### src/rtl/tcq_pkg.sv
package tcq_pkg;

  localparam int unsigned CHANNELS_DEF = 2;

  localparam int unsigned STALE_W = 14;
  localparam int unsigned TICK_W = 10;
  localparam int unsigned MINP_W = 20;
  localparam int unsigned PPR_W = 8;
  localparam int unsigned GAIN_W = 16;
  localparam int unsigned GAIN_FRAC_W = 8;

  localparam int unsigned TIME_W = 32;
  localparam int unsigned CNT_W = 32;
  localparam int unsigned PER_W = 24;
  localparam int unsigned RPM_W = 16;
  localparam int unsigned CLEAN_W = 2;

  localparam int unsigned IN_DATA_W = 72;
  localparam int unsigned OUT_DATA_W = 112;
  localparam int unsigned CFG_IDX_W = 3;
  localparam int unsigned CFG_DATA_W = 20;

  localparam logic [CFG_IDX_W-1:0] REG_STALE_MS = 3'd0;
  localparam logic [CFG_IDX_W-1:0] REG_TICK_US = 3'd1;
  localparam logic [CFG_IDX_W-1:0] REG_MIN_PERIOD_US = 3'd2;
  localparam logic [CFG_IDX_W-1:0] REG_PULSES_PER_REV = 3'd3;
  localparam logic [CFG_IDX_W-1:0] REG_CAL_GAIN_Q8 = 3'd4;

  localparam logic [STALE_W-1:0] STALE_MS_RST = 14'd500;
  localparam logic [TICK_W-1:0] TICK_US_RST = 10'd10;
  localparam logic [MINP_W-1:0] MIN_PERIOD_US_RST = 20'd200;
  localparam logic [PPR_W-1:0] PULSES_PER_REV_RST = 8'd1;
  localparam logic [GAIN_W-1:0] CAL_GAIN_Q8_RST = 16'd256;

  localparam logic MODE_EDGE = 1'b0;

  localparam int unsigned US_PER_MS = 1000;
  localparam int unsigned RPM_SCALE = 60000000;
  localparam int unsigned CLEAN_FULL = 2;

  localparam int unsigned STALE_US_W = 24;
  localparam int unsigned PROD_W = TIME_W + TICK_W;
  localparam int unsigned NUM_W = 26 + GAIN_W;
  localparam int unsigned DEN_W = PER_W + PPR_W + GAIN_FRAC_W;
  localparam int unsigned STEP_W = $clog2(RPM_W);

  typedef struct packed {
    logic [STALE_W-1:0] stale_ms;
    logic [TICK_W-1:0]  tick_us;
    logic [MINP_W-1:0]  min_period_us;
    logic [PPR_W-1:0]   pulses_per_rev;
    logic [GAIN_W-1:0]  cal_gain_q8;
  } cfg_t;

  typedef struct packed {
    logic take;
    logic edge_a;
    logic edge_b;
    logic rep_a;
    logic rep_b;
    logic sat_chk;
    logic div_step;
    logic load_out;
  } cmd_t;

  typedef struct packed {
    logic edge_item;
    logic fresh;
    logic sat;
    logic out_free;
  } sts_t;

endpackage

### src/rtl/tach_capture_qualifier_rpm_top.sv
// Per-channel tachometer period capture with qualification and RPM readout. Each input
// transaction is either a capture edge (tuser 0) or a status query (tuser 1) and returns
// exactly one status transaction. An edge after a stale baseline only sets a new baseline,
// a period shorter than min_period_us counts as a glitch, and two clean periods in a row
// are needed before a period is published. RPM is computed by a 16-step restoring divider
// with saturation at 65535. Items are processed one at a time: an edge first updates its
// channel's baseline and qualification, which a query skips, then both build the report;
// a fresh result adds a saturation check and, unless saturated, the divider iterations.
// The next item is accepted as soon as the result sits in the output register, so a
// stalled output costs nothing until a second result is ready.
// Configuration writes are always accepted and should be issued only while idle.
module tach_capture_qualifier_rpm_top #(
  parameter int unsigned CHANNELS = tcq_pkg::CHANNELS_DEF
) (
  input  logic                            clk_i,
  input  logic                            rst_ni,
  input  logic                            s_axis_tvalid_i,
  output logic                            s_axis_tready_o,
  // Fields from bit 0: channel, capture_value, now_ms, zero padding.
  input  logic [tcq_pkg::IN_DATA_W-1:0]   s_axis_tdata_i,
  // Fields from bit 0: mode.
  input  logic                            s_axis_tuser_i,
  output logic                            m_axis_tvalid_o,
  input  logic                            m_axis_tready_i,
  // Fields from bit 0: fresh, rpm, period_out_us, recent_activity, edge_count,
  // glitch_count, zero padding.
  output logic [tcq_pkg::OUT_DATA_W-1:0]  m_axis_tdata_o,
  input  logic                            cfg_valid_i,
  output logic                            cfg_ready_o,
  input  logic [tcq_pkg::CFG_IDX_W-1:0]   cfg_index_i,
  input  logic [tcq_pkg::CFG_DATA_W-1:0]  cfg_data_i
);
  import tcq_pkg::*;

  cfg_t cfg;
  cmd_t cmd;
  sts_t sts;

  tcq_cfg u_cfg (
    .clk_i       (clk_i),
    .rst_ni      (rst_ni),
    .cfg_valid_i (cfg_valid_i),
    .cfg_ready_o (cfg_ready_o),
    .cfg_index_i (cfg_index_i),
    .cfg_data_i  (cfg_data_i),
    .cfg_o       (cfg)
  );

  tcq_ctrl u_ctrl (
    .clk_i      (clk_i),
    .rst_ni     (rst_ni),
    .in_valid_i (s_axis_tvalid_i),
    .in_ready_o (s_axis_tready_o),
    .sts_i      (sts),
    .cmd_o      (cmd)
  );

  tcq_dp #(
    .CHANNELS (CHANNELS)
  ) u_dp (
    .clk_i       (clk_i),
    .rst_ni      (rst_ni),
    .cfg_i       (cfg),
    .cmd_i       (cmd),
    .sts_o       (sts),
    .in_data_i   (s_axis_tdata_i),
    .in_mode_i   (s_axis_tuser_i),
    .out_valid_o (m_axis_tvalid_o),
    .out_ready_i (m_axis_tready_i),
    .out_data_o  (m_axis_tdata_o)
  );

endmodule

### src/rtl/tcq_cfg.sv
module tcq_cfg (
  input  logic                             clk_i,
  input  logic                             rst_ni,
  input  logic                             cfg_valid_i,
  output logic                             cfg_ready_o,
  input  logic [tcq_pkg::CFG_IDX_W-1:0]    cfg_index_i,
  input  logic [tcq_pkg::CFG_DATA_W-1:0]   cfg_data_i,
  output tcq_pkg::cfg_t                    cfg_o
);
  import tcq_pkg::*;

  cfg_t cfg_q;

  assign cfg_ready_o = 1'b1;
  assign cfg_o = cfg_q;

  always_ff @(posedge clk_i or negedge rst_ni) begin
    if (!rst_ni) begin
      cfg_q.stale_ms       <= STALE_MS_RST;
      cfg_q.tick_us        <= TICK_US_RST;
      cfg_q.min_period_us  <= MIN_PERIOD_US_RST;
      cfg_q.pulses_per_rev <= PULSES_PER_REV_RST;
      cfg_q.cal_gain_q8    <= CAL_GAIN_Q8_RST;
    end else if (cfg_valid_i) begin
      unique case (cfg_index_i)
        REG_STALE_MS:       cfg_q.stale_ms       <= cfg_data_i[STALE_W-1:0];
        REG_TICK_US:        cfg_q.tick_us        <= cfg_data_i[TICK_W-1:0];
        REG_MIN_PERIOD_US:  cfg_q.min_period_us  <= cfg_data_i[MINP_W-1:0];
        REG_PULSES_PER_REV: cfg_q.pulses_per_rev <= cfg_data_i[PPR_W-1:0];
        REG_CAL_GAIN_Q8:    cfg_q.cal_gain_q8    <= cfg_data_i[GAIN_W-1:0];
        default: ;
      endcase
    end
  end

endmodule

### src/rtl/tcq_ctrl.sv
module tcq_ctrl (
  input  logic          clk_i,
  input  logic          rst_ni,
  input  logic          in_valid_i,
  output logic          in_ready_o,
  input  tcq_pkg::sts_t sts_i,
  output tcq_pkg::cmd_t cmd_o
);
  import tcq_pkg::*;

  typedef enum logic [7:0] {
    ST_IDLE   = 8'b0000_0001,
    ST_EDGE_A = 8'b0000_0010,
    ST_EDGE_B = 8'b0000_0100,
    ST_REP_A  = 8'b0000_1000,
    ST_REP_B  = 8'b0001_0000,
    ST_SAT    = 8'b0010_0000,
    ST_DIV    = 8'b0100_0000,
    ST_DONE   = 8'b1000_0000
  } state_e;

  state_e state_q, state_d;
  logic [STEP_W-1:0] step_q, step_d;

  always_comb begin
    state_d = state_q;
    step_d  = step_q;
    cmd_o   = '0;
    unique case (state_q)
      ST_IDLE: begin
        if (in_valid_i) begin
          cmd_o.take = 1'b1;
          state_d = ST_EDGE_A;
        end
      end
      ST_EDGE_A: begin
        cmd_o.edge_a = 1'b1;
        state_d = sts_i.edge_item ? ST_EDGE_B : ST_REP_A;
      end
      ST_EDGE_B: begin
        cmd_o.edge_b = 1'b1;
        state_d = ST_REP_A;
      end
      ST_REP_A: begin
        cmd_o.rep_a = 1'b1;
        state_d = ST_REP_B;
      end
      ST_REP_B: begin
        if (sts_i.fresh) begin
          cmd_o.rep_b = 1'b1;
          state_d = ST_SAT;
        end else begin
          state_d = ST_DONE;
        end
      end
      ST_SAT: begin
        cmd_o.sat_chk = 1'b1;
        step_d = '0;
        state_d = sts_i.sat ? ST_DONE : ST_DIV;
      end
      ST_DIV: begin
        cmd_o.div_step = 1'b1;
        step_d = step_q + 1'b1;
        if (step_q == STEP_W'(RPM_W - 1)) begin
          state_d = ST_DONE;
        end
      end
      ST_DONE: begin
        if (sts_i.out_free) begin
          cmd_o.load_out = 1'b1;
          state_d = ST_IDLE;
        end
      end
      default: state_d = ST_IDLE;
    endcase
  end

  assign in_ready_o = (state_q == ST_IDLE);

  always_ff @(posedge clk_i or negedge rst_ni) begin
    if (!rst_ni) begin
      state_q <= ST_IDLE;
      step_q  <= '0;
    end else begin
      state_q <= state_d;
      step_q  <= step_d;
    end
  end

endmodule

### src/rtl/tcq_dp.sv
module tcq_dp #(
  parameter int unsigned CHANNELS = tcq_pkg::CHANNELS_DEF
) (
  input  logic                           clk_i,
  input  logic                           rst_ni,
  input  tcq_pkg::cfg_t                  cfg_i,
  input  tcq_pkg::cmd_t                  cmd_i,
  output tcq_pkg::sts_t                  sts_o,
  input  logic [tcq_pkg::IN_DATA_W-1:0]  in_data_i,
  input  logic                           in_mode_i,
  output logic                           out_valid_o,
  input  logic                           out_ready_i,
  output logic [tcq_pkg::OUT_DATA_W-1:0] out_data_o
);
  import tcq_pkg::*;

  localparam int unsigned CH_W = (CHANNELS > 1) ? $clog2(CHANNELS) : 1;
  localparam int unsigned WIDE_W = DEN_W + RPM_W;
  localparam int unsigned DSH_W = DEN_W + RPM_W - 1;
  localparam int unsigned OUT_PAD_W = OUT_DATA_W - (2 + RPM_W + PER_W + 2 * CNT_W);
  localparam int unsigned MUL_W = PER_W + PPR_W;

  logic              mode_q;
  logic              ch_q;
  logic [TIME_W-1:0] cap_q;
  logic [TIME_W-1:0] now_q;

  logic [TIME_W-1:0]  prev_cap_q [CHANNELS];
  logic [TIME_W-1:0]  prev_ms_q  [CHANNELS];
  logic [PER_W-1:0]   per_q      [CHANNELS];
  logic [TIME_W-1:0]  vstamp_q   [CHANNELS];
  logic [CLEAN_W-1:0] clean_q    [CHANNELS];
  logic [CHANNELS-1:0] seen_q;
  logic [CNT_W-1:0]   edges_q    [CHANNELS];
  logic [CNT_W-1:0]   glit_q     [CHANNELS];

  logic [TIME_W-1:0] ticks_q;
  logic [TIME_W-1:0] age_q;
  logic              first_q;

  logic                fresh_q;
  logic [CHANNELS-1:0] act_q;
  logic [PER_W-1:0]    age_us_q;
  logic [NUM_W-1:0]    num_q;
  logic [DEN_W-1:0]    den_q;
  logic                sat_q;
  logic [NUM_W-1:0]    rem_q;
  logic [DSH_W-1:0]    dsh_q;
  logic [RPM_W-1:0]    quo_q;

  logic                  out_valid_q;
  logic [OUT_DATA_W-1:0] out_data_q;

  logic                  in_range;
  logic [CH_W-1:0]       chx;
  logic [TICK_W-1:0]     tick_eff;
  logic [PPR_W-1:0]      ppr_eff;
  logic [STALE_US_W-1:0] stale_us;
  logic [TIME_W-1:0]     stale_t;
  logic [PROD_W-1:0]     prod;
  logic [PER_W-1:0]      period;
  logic                  reject;
  logic                  short_per;
  logic [CLEAN_W-1:0]    clean_inc;
  logic [TIME_W-1:0]     since;
  logic                  fresh_d;
  logic [PER_W-1:0]      eff;
  logic                  sat_now;
  logic                  ge;
  logic [RPM_W-1:0]      rpm;

  assign in_range = (CHANNELS > 1) || !ch_q;
  assign chx      = in_range ? CH_W'(ch_q) : '0;
  assign tick_eff = (cfg_i.tick_us == '0) ? TICK_W'(1) : cfg_i.tick_us;
  assign ppr_eff  = (cfg_i.pulses_per_rev == '0) ? PPR_W'(1) : cfg_i.pulses_per_rev;
  assign stale_us = STALE_US_W'(cfg_i.stale_ms * US_PER_MS);
  assign stale_t  = TIME_W'(cfg_i.stale_ms);

  assign prod      = PROD_W'(ticks_q) * PROD_W'(tick_eff);
  assign period    = prod[PER_W-1:0];
  assign reject    = first_q || (age_q > stale_t) || (prod > PROD_W'(stale_us));
  assign short_per = period < PER_W'(cfg_i.min_period_us);
  assign clean_inc = (clean_q[chx] < CLEAN_W'(CLEAN_FULL)) ? clean_q[chx] + 1'b1
                                                           : clean_q[chx];

  assign since   = now_q - vstamp_q[chx];
  assign fresh_d = in_range && (clean_q[chx] == CLEAN_W'(CLEAN_FULL)) &&
                   (per_q[chx] != '0) && (since <= stale_t);
  assign eff     = (age_us_q > per_q[chx]) ? age_us_q : per_q[chx];

  assign sat_now = WIDE_W'(num_q) >= {den_q, {RPM_W{1'b0}}};
  assign ge      = DSH_W'(rem_q) >= dsh_q;
  assign rpm     = fresh_q ? (sat_q ? {RPM_W{1'b1}} : quo_q) : '0;

  assign sts_o.edge_item = in_range && (mode_q == MODE_EDGE);
  assign sts_o.fresh     = fresh_q;
  assign sts_o.sat       = sat_now;
  assign sts_o.out_free  = !out_valid_q || out_ready_i;

  assign out_valid_o = out_valid_q;
  assign out_data_o  = out_data_q;

  always_ff @(posedge clk_i) begin
    if (cmd_i.take) begin
      mode_q <= in_mode_i;
      ch_q   <= in_data_i[0];
      cap_q  <= in_data_i[TIME_W:1];
      now_q  <= in_data_i[2*TIME_W:TIME_W+1];
    end
    if (cmd_i.edge_a) begin
      ticks_q <= cap_q - prev_cap_q[chx];
      age_q   <= now_q - prev_ms_q[chx];
      first_q <= !seen_q[chx];
    end
    if (cmd_i.rep_a) begin
      age_us_q <= PER_W'(since[STALE_W-1:0] * US_PER_MS);
    end
    if (cmd_i.rep_b) begin
      den_q <= {MUL_W'(eff) * MUL_W'(ppr_eff), {GAIN_FRAC_W{1'b0}}};
      num_q <= NUM_W'(RPM_SCALE) * NUM_W'(cfg_i.cal_gain_q8);
    end
    if (cmd_i.sat_chk) begin
      rem_q <= num_q;
      dsh_q <= {den_q, {(RPM_W - 1){1'b0}}};
      quo_q <= '0;
    end
    if (cmd_i.div_step) begin
      if (ge) begin
        rem_q <= NUM_W'(DSH_W'(rem_q) - dsh_q);
      end
      quo_q <= {quo_q[RPM_W-2:0], ge};
      dsh_q <= dsh_q >> 1;
    end
    if (cmd_i.load_out) begin
      out_data_q <= {{OUT_PAD_W{1'b0}},
                     in_range ? glit_q[chx] : {CNT_W{1'b0}},
                     in_range ? edges_q[chx] : {CNT_W{1'b0}},
                     in_range && (|act_q),
                     in_range ? per_q[chx] : {PER_W{1'b0}},
                     rpm,
                     fresh_q};
    end
  end

  always_ff @(posedge clk_i or negedge rst_ni) begin
    if (!rst_ni) begin
      for (int k = 0; k < CHANNELS; k++) begin
        prev_cap_q[k] <= '0;
        prev_ms_q[k]  <= '0;
        per_q[k]      <= '0;
        vstamp_q[k]   <= '0;
        clean_q[k]    <= '0;
        edges_q[k]    <= '0;
        glit_q[k]     <= '0;
      end
      seen_q      <= '0;
      fresh_q     <= 1'b0;
      act_q       <= '0;
      sat_q       <= 1'b0;
      out_valid_q <= 1'b0;
    end else begin
      if (cmd_i.edge_b) begin
        edges_q[chx]    <= edges_q[chx] + 1'b1;
        prev_cap_q[chx] <= cap_q;
        prev_ms_q[chx]  <= now_q;
        seen_q[chx]     <= 1'b1;
        if (reject) begin
          clean_q[chx] <= '0;
          per_q[chx]   <= '0;
        end else if (short_per) begin
          glit_q[chx]  <= glit_q[chx] + 1'b1;
          clean_q[chx] <= '0;
          per_q[chx]   <= '0;
        end else begin
          clean_q[chx] <= clean_inc;
          if (clean_inc == CLEAN_W'(CLEAN_FULL)) begin
            per_q[chx]    <= period;
            vstamp_q[chx] <= now_q;
          end
        end
      end
      if (cmd_i.rep_a) begin
        fresh_q <= fresh_d;
        for (int k = 0; k < CHANNELS; k++) begin
          act_q[k] <= seen_q[k] && ((now_q - prev_ms_q[k]) <= stale_t);
        end
      end
      if (cmd_i.sat_chk) begin
        sat_q <= sat_now;
      end
      if (cmd_i.load_out) begin
        out_valid_q <= 1'b1;
      end else if (out_ready_i) begin
        out_valid_q <= 1'b0;
      end
    end
  end

  a_load_when_free: assert property (@(posedge clk_i) disable iff (!rst_ni)
    cmd_i.load_out |-> (!out_valid_q || out_ready_i))
    else $error("Result loaded over a pending transaction.");

  a_rem_below_den: assert property (@(posedge clk_i) disable iff (!rst_ni)
    (cmd_i.load_out && fresh_q && !sat_q) |-> ((NUM_W + 1)'(rem_q) < (NUM_W + 1)'(den_q)))
    else $error("Division remainder not below the divisor.");

  for (genvar k = 0; k < CHANNELS; k++) begin : g_chk
    a_clean_max: assert property (@(posedge clk_i) disable iff (!rst_ni)
      clean_q[k] <= CLEAN_W'(CLEAN_FULL))
      else $error("Clean period count out of range.");

    a_per_qualified: assert property (@(posedge clk_i) disable iff (!rst_ni)
      (per_q[k] != '0) |-> (clean_q[k] == CLEAN_W'(CLEAN_FULL)))
      else $error("Published period without two clean periods.");
  end

endmodule
### config.mk
export PLATFORM = sky130hd
export DESIGN_NAME = tach_capture_qualifier_rpm_top
export DESIGN_NICKNAME = d
export VERILOG_FILES = /design/src/rtl/tcq_pkg.sv /design/src/rtl/tach_capture_qualifier_rpm_top.sv /design/src/rtl/tcq_cfg.sv /design/src/rtl/tcq_ctrl.sv /design/src/rtl/tcq_dp.sv
export SDC_FILE = /design/constraint.sdc
export NUM_CORES = 2
export LEC_CHECK = 0
export BUFFER_PORTS_ARGS = -buffer_cell sky130_fd_sc_hd__buf_2
export CAP_MARGIN = 20
export CELL_PAD_IN_SITES_DETAIL_PLACEMENT = 0
export CELL_PAD_IN_SITES_GLOBAL_PLACEMENT = 1
export CORE_UTILIZATION = 56
export CTS_BUF_LIST = sky130_fd_sc_hd__clkbuf_4
export CTS_CLUSTER_SIZE = 30
export DETAILED_ROUTE_END_ITERATION = 12
export GPL_TIMING_DRIVEN = 0
export HOLD_SLACK_MARGIN = 0.12
export MAX_ROUTING_LAYER = met4
export PLACE_DENSITY = 0.91
export SYNTH_ARGS = -nofsm -noshare
export SYNTH_HDL_FRONTEND = slang
export SYNTH_SLANG_ARGS = --single-unit
### constraint.sdc
create_clock -name clk_i -period 22.3 [get_ports clk_i]
set_clock_uncertainty 0.1 [all_clocks]
set_input_delay 1.115 -clock clk_i [delete_from_list [all_inputs] [get_ports clk_i]]
set_output_delay 1.115 -clock clk_i [all_outputs]
set_load 0.005 [all_outputs]
## Word level (Yosys, flattened, before mapping)

Cells that the tools add are included.
W data, S select, Z words.

- Output and inout bits: 115
- RAM bits: 0
- Bits in read-only memories: 0
- Memories kept: 0
- Bits in latches: 0
- Input port bits: 101
- Register bits: 896
- Logic and storage cells: 202

- Equality and inequality tests: 18
- Bitwise operators: 8
- Multiplexer cells: 76
- Add/sub/neg operators: 10
- Magnitude comparators: 14
- Shift operators: 0
- Divide/modulo/power cells: 0
- Reductions and logical operators: 29
- Multiply operators: 5

Operators with widths:

| kind | count |
|---|---|
| $mux W32 | 16 |
| $bwmux W64 | 5 |
| $sub A32 B32 Y32 | 5 |
| $mux W48 | 3 |
| $mux W42 | 3 |
| $mux W24 | 5 |
| $mux W54 | 2 |
| $le A32 B14 Y1 | 3 |
| $add A32 B1 Y32 const B | 2 |
| $pmux W8 S8 | 1 |
| $ge A42 B56 Y1 | 1 |
| $ge A42 B55 Y1 | 1 |
| $and A48 B48 Y48 | 1 |
| $bwmux W48 | 1 |
| $mux W16 | 3 |
| $mux W8 | 6 |
| $not A48 Y48 | 1 |
| $gt A42 B24 Y1 | 1 |
| $mul A14 B7 Y21 const B | 2 |
| $mul A32 B10 Y42 | 1 |
| $sub A42 B42 Y42 | 1 |
| $mul A18 B16 Y34 const A | 1 |
| $demux W32 S1 | 1 |
| $gt A32 B14 Y1 | 1 |
| 52 further kinds | 93 |

## Logic depth before layout (Yosys ltp)

- Depth after elaboration: 10
- Mapped depth: 41
- Gate-level depth less buffers: 33

## Cells and area by module

From an unflattened synthesis, not the netlist that was laid out.

- Cells, all modules: 7266
- Area, all modules: 73763.2 um^2

Modules (own cells, without submodules):

| module | area each (um^2) | sequential area each (um^2) | instances | cells an instance |
|---|---|---|---|---|
| tcq_dp | 70455.1 | 22176.3 | 1 | 7046 |
| tcq_cfg | 2610.0 | 1717.9 | 1 | 149 |
| tcq_ctrl | 698.2 | 301.5 | 1 | 71 |

## Least setup slack after synthesis

OpenSTA, ideal clock, no wires.

- Path kind: register to register
- From: reg u_dp.ch_q
- To: reg u_dp.den_q[32], data pin
- Setup time: 0.266 ns
- Buffers on the path: 8
- Arrival: 9.082 ns
- Stages on the path, launching flop included: 38
- Slack: 12.853 ns
- Data required time: 21.934 ns
- Period minus slack after synthesis: 9.447 ns
- Cell sequence: edfxtp_1 -> buf_2 -> buf_2 -> buf_1 -> buf_2 -> buf_2 -> buf_2 -> buf_2 -> mux2_2 -> inv_1 -> ha_1 -> nand4_1 -> nor2_1 -> a21oi_1 -> o211a_1 -> o21ai_0 -> a21oi_1 -> a41oi_1 -> [2 not listed] -> and2_1 -> fa_1 -> fa_1 -> inv_1 -> fa_1 -> fa_1 -> inv_1 -> ha_1 -> nand2b_1 -> a21boi_0 -> or4_1 -> a311oi_1 -> o21ai_0 -> a21oi_1 -> o21bai_1 -> a2111oi_0 -> nor3_1 -> xor2_1

- Longest elaborated chain between the ends: 7

Ends and longest elaborated chain:

| element | RTL line | source |
|---|---|---|
| start, declared | tcq_dp.sv:24 | `logic ch_q;` |
| start signal, assigned | tcq_dp.sv:106 | `ch_q <= in_data_i[0];` |
| $not A1 Y2 (implied by the code) * | tcq_dp.sv:89 | `assign eff = (age_us_q > per_q[chx]) ? age_us_q : per_q[chx];` |
| $mux W24 (implied by the code) * (3 in series) | tcq_dp.sv:89 |  |
| $gt A24 B24 Y1 | tcq_dp.sv:89 |  |
| $mux W24 * | tcq_dp.sv:89 |  |
| $mul A24 B8 Y32 * | tcq_dp.sv:119 | `den_q <= {MUL_W'(eff) * MUL_W'(ppr_eff), {GAIN_FRAC_W{1'b0}}};` |
| end signal, assigned | tcq_dp.sv:119 |  |
| end, declared | tcq_dp.sv:45 | `logic [DEN_W-1:0] den_q;` |

Every way passes the cells marked *; elsewhere a longest branch is shown, timed or not. The select of a mux whose other input is x is not followed.
A chain may end at the register's enable or synchronous reset.

## Final worst setup path

Ends and elaborated chain as after synthesis.

==> results <==
- In this run the worst hold path is classified as in2reg.
- The worst pin sits at a relative slew slack of 21.9%.
- For this run, design rule violations remaining after detail routing come to 0.
- The starting DRC count in detailed routing is between 4k and 5k.
- The top cell types in the final layout, fill and taps aside, are 968 x nand2_1, 882 x inv_1, 704 x ha_1.
- The main flop type after synthesis is dfrtp_1.
- Setup total negative slack on the finished layout was measured at 0 ns.
- The synthesized area divided by synthesized cell count is 9.98 sq um.
- Summing every instance area after synthesis gives 0.0734 sq mm.
- The area occupied by registers is 0.0242 sq mm.
- The largest fanout on the critical path is 10.
- The synthesized netlist cell count is roughly 7.4k.
- The number of buffer cells added on primary ports is 200.
- The first-pass iteration count of the detailed router is 5.
- The clock tree from TritonCTS is yes.
- The floorplan row count is 132.
- In this run the remaining antenna-violating nets after routing total 0.
- The number of antenna violations at the first check in global routing is 12.
- For this run, the register share of the synthesized area comes to between 30% and 40%.
- The clock-pin slew of the registers on the worst-case setup and hold paths is 0.07 ns.
- The fill cell total of the finished layout is about 11k.
- The routability congestion estimate from global placement is between 0.9 and 1.
- The die footprint is 0.133 sq mm.
- The setup path with the least slack is of type reg2reg.
- The hold violation total from the final report is 0.
- The net count of the finished layout is 9,261.
- The type of origin of the critical path is a flip-flop.
- The number of vias after detailed routing is 56.1k.
- Entering global routing, the biggest net connects 127 pins.
- Across all register-to-register paths, the minimum setup slack is 9.80 ns.
- Summed over all layers, the global routing overflow is 0.
- The ratio of routed vias to standard cells is 5.68.
- Pin placement for this block handled around 220 I/O pins.
- The area growth from synthesis to layout is 10.7%.
- Clock tree synthesis inserted a total of 235 buffers.
- The number of pins with negative max-slew slack in the final report is 0.
- By instance count, the cell type seen most on the critical path is buf_2.
- The clock passes through at most 3 buffers.
- Grouping stages by cell kind, the critical path spends the most delay in buffers and inverters.
- The vertical extent of the die is 364 microns.
- CTS placed an instance of clkbuf_4 at the clock tree root.
- The buffers plus inverters on the worst setup path is 11.
- Setup repair after global routing left no endpoint under its margin.
- The maximum frequency from static timing analysis is roughly 80 MHz.
- The delay of the slowest cell on the worst path is between 0.7 and 0.8 ns.
- The flow ran to the end, and the final reports show no timing, DRC or antenna violations.
- The library cell used most frequently in the layout, excluding fill and tap cells, is nand2_1.
- The clock sink count is approximately 900.
- The clock tree synthesis step divided the H-tree into 4 levels.
- In this run, synthesis inferred 394 flip-flops with an integrated enable.
- The total area inside the core boundary comes to around 0.13 sq mm.
- Summing all multi-input logic gate instances after layout gives around 0.045 sq mm.
- The tool flagged a number of max-cap violations equal to 0.
- For the worst setup path, the data required time is around 23 ns.
- STA classifies the critical path endpoint as a flip-flop.
- Summed over all nets, the half-perimeter wirelength after detailed placement is 155,000 microns.
- The via count of the first global-routing pass is 56.6k.
- Across every metal layer, demand over resource in global routing totals roughly 31%.
- The latest clock arrival within the worst-skew pair is about 1.3 ns.
- The proportion of synthesized flip-flops having asynchronous set or reset is between 50 and 60%.
- The clock period could shrink to between 10 and 15 ns.
- The number of flip-flops and latches in the synthesized netlist is 896.
- In the final layout, the share of cells above drive strength 1 is between 10 and 15%.
- Setup violations remaining at the end of the flow were counted as 0.
- The total detailed-routing wirelength is 198,000 microns.
- The routed wirelength normalized by instance count is 20.0 microns.
- The effective utilization at floorplan is 56.5%.
- Of the available clock period, the critical path in the final layout requires 56.1%.
- The largest individual stage delay along the critical path comes from the cell buf_1.
- The distinct cell type count after synthesis is 93.
- The wire length of the first global-routing pass is 311,000 microns.
- The count of warnings emitted by yosys is 0.
- The overall die width is between 300 and 400 microns.
- The slew at the pin closest to its max-slew limit is 1.17 ns.
- Data on the critical path arrives at its endpoint at 13.34 ns.
[kinds of logic (layout without fill, tap and decap cells)]
family          count (synthesis)  after routing  share of synthesized area (%)
xor+xnor                      333            333                           3.97
other cells                     2             26                         0.0102
flops                         896            896                           33.0
compound gates               1238           1238                           10.8
simple gates                 2085           2085                           13.2
buf+inv                      1141           1895                           6.01
fa+ha+maj                    1255           1255                           27.0
mux                           402            402                           6.03
[worst paths after layout]
check,startpoint,depth (start not counted),to
min reg2reg,u_dp.edges_q[44],1,u_dp.edges_q[44]
max reg2reg,u_dp.ch_q,37,u_dp.den_q[32]
max in group asynchronous,rst_ni,4,u_cfg.cfg_o[66]
min,cfg_data_i[0],2,u_cfg.cfg_o[0]
max,u_dp.ch_q,37,u_dp.den_q[32]
min in group asynchronous,rst_ni,2,u_dp.prev_cap_q[16]
[synth_stat cells (15+ instances only)]
cell type,n,area (sq um)
nand3_1,78,390
nand2_1,968,3630
or2_2,22,138
nand3b_1,15,113
a31oi_1,38,238
mux2i_1,176,1760
xnor2_1,227,1990
nor2b_1,61,382
o21a_1,61,458
nor2_1,346,1300
nor3_1,89,445
o21bai_1,29,218
a211oi_1,42,315
and2_1,239,1500
nor4_1,43,269
mux2_4,32,480
buf_1,35,131
dfrtp_1,445,11100
xor2_1,106,928
and3_1,29,181
edfxtp_1,394,11800
fa_1,551,11000
dfxtp_1,43,861
mux2_1,20,225
nand4_1,68,425
a21oi_1,330,1650
a21o_1,151,1130
nand2b_1,56,350
o211ai_1,17,128
or3_1,22,138
o31ai_1,21,158
clkbuf_1,176,661
mux2_2,174,1960
a22o_1,51,447
buf_2,27,135
ha_1,704,8810
o21ai_0,327,1640
inv_1,883,3310
[repair_timing]
action | CTS | global route
gates resized for setup | 0 | 0
hold buffers | 88 | 0
hold endpoints to repair | 207 | 0
buffers inserted | 0 | 0
[state kept, by name, indices dropped and copies added, names as in the netlist, 55 cells and up]
name / cells
u_dp.glit_q: 64
u_dp.prev_cap_q: 64
u_dp.vstamp_q: 64
u_dp.edges_q: 64
u_cfg.cfg_o: 68
u_dp.out_data_o: 106
u_dp.prev_ms_q: 64
u_dp.dsh_q: 55
[stage by stage]
step / cells / hold WS [ns] / area, sq um / setup WS (ns) / util, %
4_1_cts: 9851 / 0.150 / 81200 / 9.84 / 62.5
3_3_place_gp: 9299 / 0.349 / 76600 / 9.87 / 59.0
3_5_place_dp: 9320 / 0.355 / 77000 / 9.96 / 59.3
5_1_grt: 9865 / 0.187 / 81200 / 9.12 / 62.6
6_report: 9872 / 0.261 / 81200 / 9.80 / 62.6
2_1_floorplan: 7357 / 0.305 / 73400 / 12.85 / -
[metal layers]
metal / vias to the layer above / wire (microns) / track usage (%)
li1: 26247 / - / -
met5: - / 0 / -
met4: 0 / 6910 / 11.2
met2: 1888 / 91800 / 48.7
met3: 390 / 13600 / 4.76
met1: 27526 / 85200 / 40.9
[layout make-up]
class	count	share of cell area [%]
Multi-Input combinational cell	5320	55.2
Sequential cell	896	29.8
Inverter	884	4.09
Clock buffer	327	3.02
Timing Repair Buffer	311	2.84
Tap cell	1742	2.68
Buffer	257	1.34
Clock inverter	116	0.998
Antenna cell	19	0.0585
Power is not shown: default switching activity piles up to over one toggle a cycle in this logic, so the estimate is an artifact.
